$ cat config.mk
export PLATFORM = sky130hd
export DESIGN_NAME = ctia_decode
export DESIGN_NICKNAME = d
export VERILOG_FILES = /design/src/rtl/core/ctia_pkg.sv /design/src/rtl/core/ctia_decode.sv
export SDC_FILE = /design/constraint.sdc
export NUM_CORES = 2
export LEC_CHECK = 0
export ABC_CLOCK_PERIOD_IN_PS = 7410
export BUFFER_PORTS_ARGS = -buffer_cell sky130_fd_sc_hd__buf_2
export CORE_AREA = 2 2 225 227
export DETAILED_ROUTE_END_ITERATION = 10
export DIE_AREA = 0 0 227 229
export PLACE_DENSITY = 0.81
export SYNTH_ARGS = -nofsm -noshare
export SYNTH_HDL_FRONTEND = slang
export SYNTH_SLANG_ARGS = --single-unit
$ cat constraint.sdc
create_clock -name vclk -period 7.41
set_input_delay 1.482 -clock vclk [all_inputs]
set_output_delay 1.482 -clock vclk [all_outputs]
set_load 0.02 [all_outputs]
$ cat src/rtl/core/ctia_pkg.sv
package ctia_pkg;

  typedef enum logic [4:0] {
    M_LAND = 5'd0, M_LOR = 5'd1, M_EQ = 5'd2, M_NE = 5'd3, M_LT = 5'd4, M_LE = 5'd5,
    M_GT = 5'd6, M_GE = 5'd7, M_ADD = 5'd8, M_SUB = 5'd9, M_MUL = 5'd10, M_DIV = 5'd11,
    M_MOD = 5'd12, M_AND = 5'd13, M_OR = 5'd14, M_XOR = 5'd15, M_SHL = 5'd16,
    M_SHR = 5'd17, M_NEG = 5'd18, M_COMPL = 5'd19, M_LNOT = 5'd20, M_CAST = 5'd21
  } mode_t;

  localparam int DivSteps = 4;
  localparam int DivStages = 64 / DivSteps;

  typedef struct packed {
    logic [4:0]  mode;
    logic [63:0] lhs;
    logic [63:0] rhs;
    logic        lhs_is_bool;
    logic        rhs_is_bool;
    logic [2:0]  operand_width;
    logic [1:0]  operand_class;
    logic [2:0]  result_width;
    logic [1:0]  result_class;
  } in_item_t;

  typedef struct packed {
    logic        folded;
    logic        result_is_bool;
    logic [63:0] value;
  } out_item_t;

  // decoded operation carried down the pipe
  typedef struct packed {
    logic        refuse;
    logic        done;
    logic        is_bool;
    logic [63:0] value;
    logic        is_mul;
    logic        is_div;
    logic        is_mod;
    logic        uns;
    logic        neg;
    logic        check_fit;
    logic [2:0]  result_width;
    logic [1:0]  result_class;
  } op_t;

  function automatic logic width_known(input logic [2:0] w);
    return (w >= 3'd1) && (w <= 3'd4);
  endfunction

  function automatic logic [6:0] width_bits(input logic [2:0] w);
    case (w)
      3'd1: return 7'd8;
      3'd2: return 7'd16;
      3'd3: return 7'd32;
      default: return 7'd64;
    endcase
  endfunction

  function automatic logic [63:0] wrap_width(input logic [2:0] w, input logic sgn,
                                             input logic [63:0] v);
    case (w)
      3'd1: return sgn ? {{56{v[7]}}, v[7:0]} : {56'd0, v[7:0]};
      3'd2: return sgn ? {{48{v[15]}}, v[15:0]} : {48'd0, v[15:0]};
      3'd3: return sgn ? {{32{v[31]}}, v[31:0]} : {32'd0, v[31:0]};
      default: return v;
    endcase
  endfunction

  function automatic logic [63:0] mag(input logic [63:0] v);
    return v[63] ? (64'd0 - v) : v;
  endfunction

endpackage

$ cat src/rtl/core/ctia_decode.sv
module ctia_decode (
  input  ctia_pkg::in_item_t it,
  output ctia_pkg::op_t      op,
  output logic [63:0]        opa,
  output logic [63:0]        opb
);
  import ctia_pkg::*;

  logic uns;
  logic [6:0] bits;
  logic [63:0] a, b, v, sa, sb;
  logic [64:0] ssum;

  always_comb begin
    a = it.lhs;
    b = it.rhs;
    uns = width_known(it.operand_width) && (it.operand_class == 2'd1);
    bits = width_known(it.operand_width) ? width_bits(it.operand_width) : 7'd64;
    sa = uns ? a : (a ^ {1'b1, 63'd0});
    sb = uns ? b : (b ^ {1'b1, 63'd0});
    ssum = 65'd0;
    v = 64'd0;
    op = '0;
    op.uns = uns;
    op.result_width = it.result_width;
    op.result_class = it.result_class;
    op.check_fit = 1'b1;
    opa = a;
    opb = b;
    if (it.mode >= 5'd22) begin
      op.refuse = 1'b1;
    end else if (it.mode == M_NEG) begin
      op.refuse = it.lhs_is_bool || (a == {1'b1, 63'd0});
      op.value = 64'd0 - a;
    end else if (it.mode == M_COMPL) begin
      op.refuse = it.lhs_is_bool;
      op.check_fit = 1'b0;
      op.value = wrap_width(it.result_width, it.result_class == 2'd0, ~a);
    end else if (it.mode == M_LNOT) begin
      op.refuse = !it.lhs_is_bool;
      op.is_bool = 1'b1;
      op.check_fit = 1'b0;
      op.value = {63'd0, a == 64'd0};
    end else if (it.mode == M_CAST) begin
      op.refuse = it.lhs_is_bool || !width_known(it.result_width) || it.result_class >= 2'd2;
      op.check_fit = 1'b0;
      op.value = wrap_width(it.result_width, it.result_class == 2'd0, a);
    end else if (it.lhs_is_bool && it.rhs_is_bool) begin
      op.is_bool = 1'b1;
      op.check_fit = 1'b0;
      case (it.mode)
        M_LAND: op.value = {63'd0, (a != 64'd0) && (b != 64'd0)};
        M_LOR:  op.value = {63'd0, (a != 64'd0) || (b != 64'd0)};
        M_EQ:   op.value = {63'd0, a == b};
        M_NE:   op.value = {63'd0, a != b};
        default: op.refuse = 1'b1;
      endcase
    end else if (it.lhs_is_bool || it.rhs_is_bool || it.mode <= M_LOR) begin
      op.refuse = 1'b1;
    end else begin
      case (it.mode)
        M_EQ: begin op.is_bool = 1'b1; op.check_fit = 1'b0; op.value = {63'd0, a == b}; end
        M_NE: begin op.is_bool = 1'b1; op.check_fit = 1'b0; op.value = {63'd0, a != b}; end
        M_LT: begin op.is_bool = 1'b1; op.check_fit = 1'b0; op.value = {63'd0, sa < sb}; end
        M_LE: begin op.is_bool = 1'b1; op.check_fit = 1'b0; op.value = {63'd0, sa <= sb}; end
        M_GT: begin op.is_bool = 1'b1; op.check_fit = 1'b0; op.value = {63'd0, sa > sb}; end
        M_GE: begin op.is_bool = 1'b1; op.check_fit = 1'b0; op.value = {63'd0, sa >= sb}; end
        M_ADD: begin
          ssum = {1'b0, a} + {1'b0, b};
          v = ssum[63:0];
          op.value = v;
          op.refuse = ((a[63] ^ v[63]) & (b[63] ^ v[63]));
        end
        M_SUB: begin
          v = a - b;
          op.value = v;
          op.refuse = ((a[63] ^ b[63]) & (a[63] ^ v[63]));
        end
        M_MUL: begin
          op.is_mul = 1'b1;
          op.neg = a[63] ^ b[63];
          opa = mag(a);
          opb = mag(b);
        end
        M_DIV, M_MOD: begin
          op.is_div = (it.mode == M_DIV);
          op.is_mod = (it.mode == M_MOD);
          op.refuse = (b == 64'd0) ||
                      (!uns && (a == {1'b1, 63'd0}) && (b == 64'hFFFF_FFFF_FFFF_FFFF));
          op.neg = uns ? 1'b0 : ((it.mode == M_DIV) ? (a[63] ^ b[63]) : a[63]);
          opa = uns ? a : mag(a);
          opb = uns ? b : mag(b);
          if (b == 64'd0) opb = 64'd1;
        end
        M_AND: op.value = a & b;
        M_OR:  op.value = a | b;
        M_XOR: op.value = a ^ b;
        M_SHL: begin
          op.refuse = b[63] || (b >= {57'd0, bits});
          op.value = a << b[5:0];
        end
        default: begin
          op.refuse = b[63] || (b >= {57'd0, bits});
          if (uns || !a[63]) op.value = a >> b[5:0];
          else op.value = ~((~a) >> b[5:0]);
        end
      endcase
    end
    op.done = !(op.is_mul || op.is_div || op.is_mod);
  end

endmodule

==> reports/results.txt, run 1 <==
Post-CTS Setup Bufs = 0
Cells after synthesis = 4501
Post-synth top cells = a21oi_1, nor2_1, nand2_1
PortBufs = 351
GRT Residual Overflow = 120
Largest net degree at the start of global routing = 169
Cts hold-fix bufs = 0
# resized after CTS = 0
Last stage = global routing (5_1_grt)
Most common cell in the synthesized netlist = a21oi_1
Largest area contributor in the netlist = a21oi_1
Status = stopped before the end
GRT Overall Usage = 75.1%
Synth top area share = 10.3%
Core Rows = 82
Post-synth cell types = 104
Warning count from the yosys run = 0
Post-detail-place hpwl = 146 mm
Vias in the first global route = 41.8k
Die Span Y = 229 µm
Initial Utilization = 56.1%
Syn_nets = 4850
First-pass GRT wire length = 291 mm
Synthesized area = 0.0279 mm²
Boundary Pins = 351
Largest cells by area after synthesis = a21oi_1, ha_1, nor2_1, o21ai_0, mux2i_1
Stop err = [ERROR GRT-0116] Global routing finished with congestion. Check the congestion regions in the DRC Viewer.
Routability Congestion = 1.28
Syn_area_per_cell = 6.19 µm²
Sequential area share after synthesis = 0%
Die Width = 227 µm
logic make-up after synthesis:
| logic type | count (synthesis) | share of synthesized area [%] |
|---|---|---|
| buffers and inverters | 639 | 8.90 |
| XOR/XNOR | 104 | 3.27 |
| AO/OA/AOI/OAI | 1805 | 40.4 |
| AND/OR/NAND/NOR | 1447 | 24.1 |
| adder cells (fa/ha/maj) | 204 | 9.21 |
| multiplexers | 302 | 14.0 |
routing by layer:
layer / overflow / GRT usage [%]
met3: 1 / 57.8
met4: 68 / 70.5
met5: 0 / 19.7
met1: 0 / 79.8
met2: 51 / 90.0
stage by stage:
step | hold slack, ns | setup WS (ns) | cell area, µm² | util [%] | instances
3_3_place_gp | 3.27 | 0.261 | 31800 | 64.1 | 5474
2_1_floorplan | 3.08 | 0.0206 | 27900 | - | 4501
4_1_cts | 3.27 | 0.175 | 31800 | 64.1 | 5474
3_5_place_dp | 3.27 | 0.212 | 31800 | 64.1 | 5474
==> run 2, diff against run 1 <==
Settings changed: ABC_CLOCK_PERIOD_IN_PS 7410 to 9600, CORE_AREA 2 2 225 227 to 2 2 268 270, DIE_AREA 0 0 227 229 to 0 0 270 272, PLACE_DENSITY 0.81 to not set, PLACE_DENSITY_LB_ADDON set to 0.15.
Clock period 7.41 ns to 9.6 ns, I/O delays scaled along.
==> run 2 against run 1 <==
Area after synthesis stayed put; synthesized cell count stayed put; the flow now finishes without violations.
==> reports/results.txt, run 2 <==
Syn_area_per_cell = 6.19 µm²
Setup_tns = 0 ns
# resized after CTS = 0
Crit path launch type = primary input
Leading cell types in the layout, fill and taps excluded = a21oi_1, nor2_1, nand2_1
Routed wire length = 205 mm
Synth top area share = 10.3%
CP cell instances = buf_2 -> inv_1 -> ha_1 -> buf_4 -> a21oi_1 -> a211oi_1 -> o21ai_1 -> o41ai_4 -> a21oi_1 -> o31ai_1 -> nand3_1 -> o21ai_0 -> a2111oi_0 -> a2111oi_0 -> nor4_1 -> a211oi_1 -> buf_2
Wirelength per Cell = 37.1 µm
Most common cell in the synthesized netlist = a21oi_1
Setup crit end kind = output pin
CP Class = primary input to output pin
Critical path required time = 7.68 ns
First-pass GRT wire length = 283 mm
Arr. time, crit path = 7.66 ns
Status = completed
First-pass DRT Iterations = 9
Dpl cell area = 0.0305 mm²
Layout area overhead = 9.51%
Cells after synthesis = 4501
Worst slack, placed = 0.516 ns
Setup crit start = it[78]
Crit path to = op[46]
Max-Cap Viols = 0
Post-route ant nets = 0
Unrepaired setup endpoints after global routing = false
Crit path max fanout = 13
Final min period = 9.58 ns
Warning count from the yosys run = 0
Die Width = 270 µm
Die area = 0.0734 mm²
Worst path max stage delay = 0.92 ns
Post-synth top cells = a21oi_1, nor2_1, nand2_1
Relative slew slack = 5.67%
Post-Layout Cell Count = 5539
DP Cell Count = 5529
Core ar. = 0.0708 mm²
Initial Utilization = 39.4%
PortBufs = 351
Cts hold-fix bufs = 0
Die Span Y = 272 µm
Period utilization = 99.8%
Boundary Pins = 351
Most common cell after layout, fill and taps aside = a21oi_1
Largest net degree at the start of global routing = 121
Largest cells by area after synthesis = a21oi_1, ha_1, nor2_1, o21ai_0, mux2i_1
Core Rows = 98
GRT Residual Overflow = 0
Slew @ Worst Pin = 1.38 ns
FMAX = 104 MHz
Routability Congestion = 1.13
Post-CTS Setup Bufs = 0
DRT iter0 DRCs = 7509
Post-detail-place hpwl = 162 mm
Vias = 40.8k
Endpoints failing setup = 0
Post-synth cell types = 104
Final Cell Area = 0.0305 mm²
Slew Limit Fails = 0
CP max stage cell = a211oi_1
Worst Hold Launch = it[0]
Layout cell share with drive strength beyond 1 = 16.6%
Initial antenna violation count = 12
Synthesized area = 0.0279 mm²
Syn_nets = 4850
Storage cell area = 0 µm²
Vias in the first global route = 36.2k
DRC = 0
Final worst slack = 0.0152 ns
NumNets Final = 4931
Final hold vios = 0
Largest area contributor in the netlist = a21oi_1
Worst min-delay path category = primary input to output pin
Sequential cell count = 0
Vias/cell = 7.37
GRT Overall Usage = 52.7%
Clock buffers = 0
Sequential area share after synthesis = 0%
[run 2: cell counts after synthesis]
No cell type changed its count.
[run 2: per-layer routing]
metal  vias up  share of wire, %  GRT usage [%]  wire (µm)
met5         -             0.036              0         74
met4        10                11           44.4      22400
met3       983                14           16.5      28100
met2      3748                40           76.1      81700
met1     19100                36           63.7      73000
li1      17000                 -              -          -
[run 2: layout make-up]
| cell class | count | area, µm² |
|---|---|---|
| fill | 7863 | 40200 |
| multi-input combinational | 3862 | 25500 |
| tap | 950 | 1190 |
| antenna | 9 | 22.5 |
| timing repair buffer | 508 | 3030 |
| inverter | 210 | 795 |
[run 2: logic make-up after synthesis]
kind of cell	after synthesis	share of synthesized area, %
adder cells (fa/ha/maj)	204	9.21
multiplexers	302	14.0
AND/OR/NAND/NOR	1447	24.1
XOR/XNOR	104	3.27
AO/OA/AOI/OAI	1805	40.4
buffers and inverters	639	8.90
[run 2: how the worst min path moves through the flow]
stage          cells after the start     to  slack [ns]
6_report                           2  op[0]        4.15
3_5_place_dp                       2  op[0]        4.15
3_3_place_gp                       2  op[0]        4.15
2_1_floorplan                      1  op[0]        3.95
5_1_grt                            2  op[0]        4.15
4_1_cts                            2  op[0]        4.15
[run 2: metrics by stage]
| step | utilization [%] | hold WS [ns] |
|---|---|---|
| after CTS | 43.1 | 4.15 |
| after detailed placement | 43.1 | 4.15 |
| after floorplan | - | 3.95 |
| after global placement | 43.1 | 4.15 |
| final | 43.2 | 4.15 |
| after global routing | 43.1 | 4.15 |
[run 2: worst max-delay path: cells and delay by family]
family,cells,cell delay (ns)
fa+ha+maj,1,0.34
buf+inv,4,0.98
simple gates,2,0.25
compound gates,10,4.15
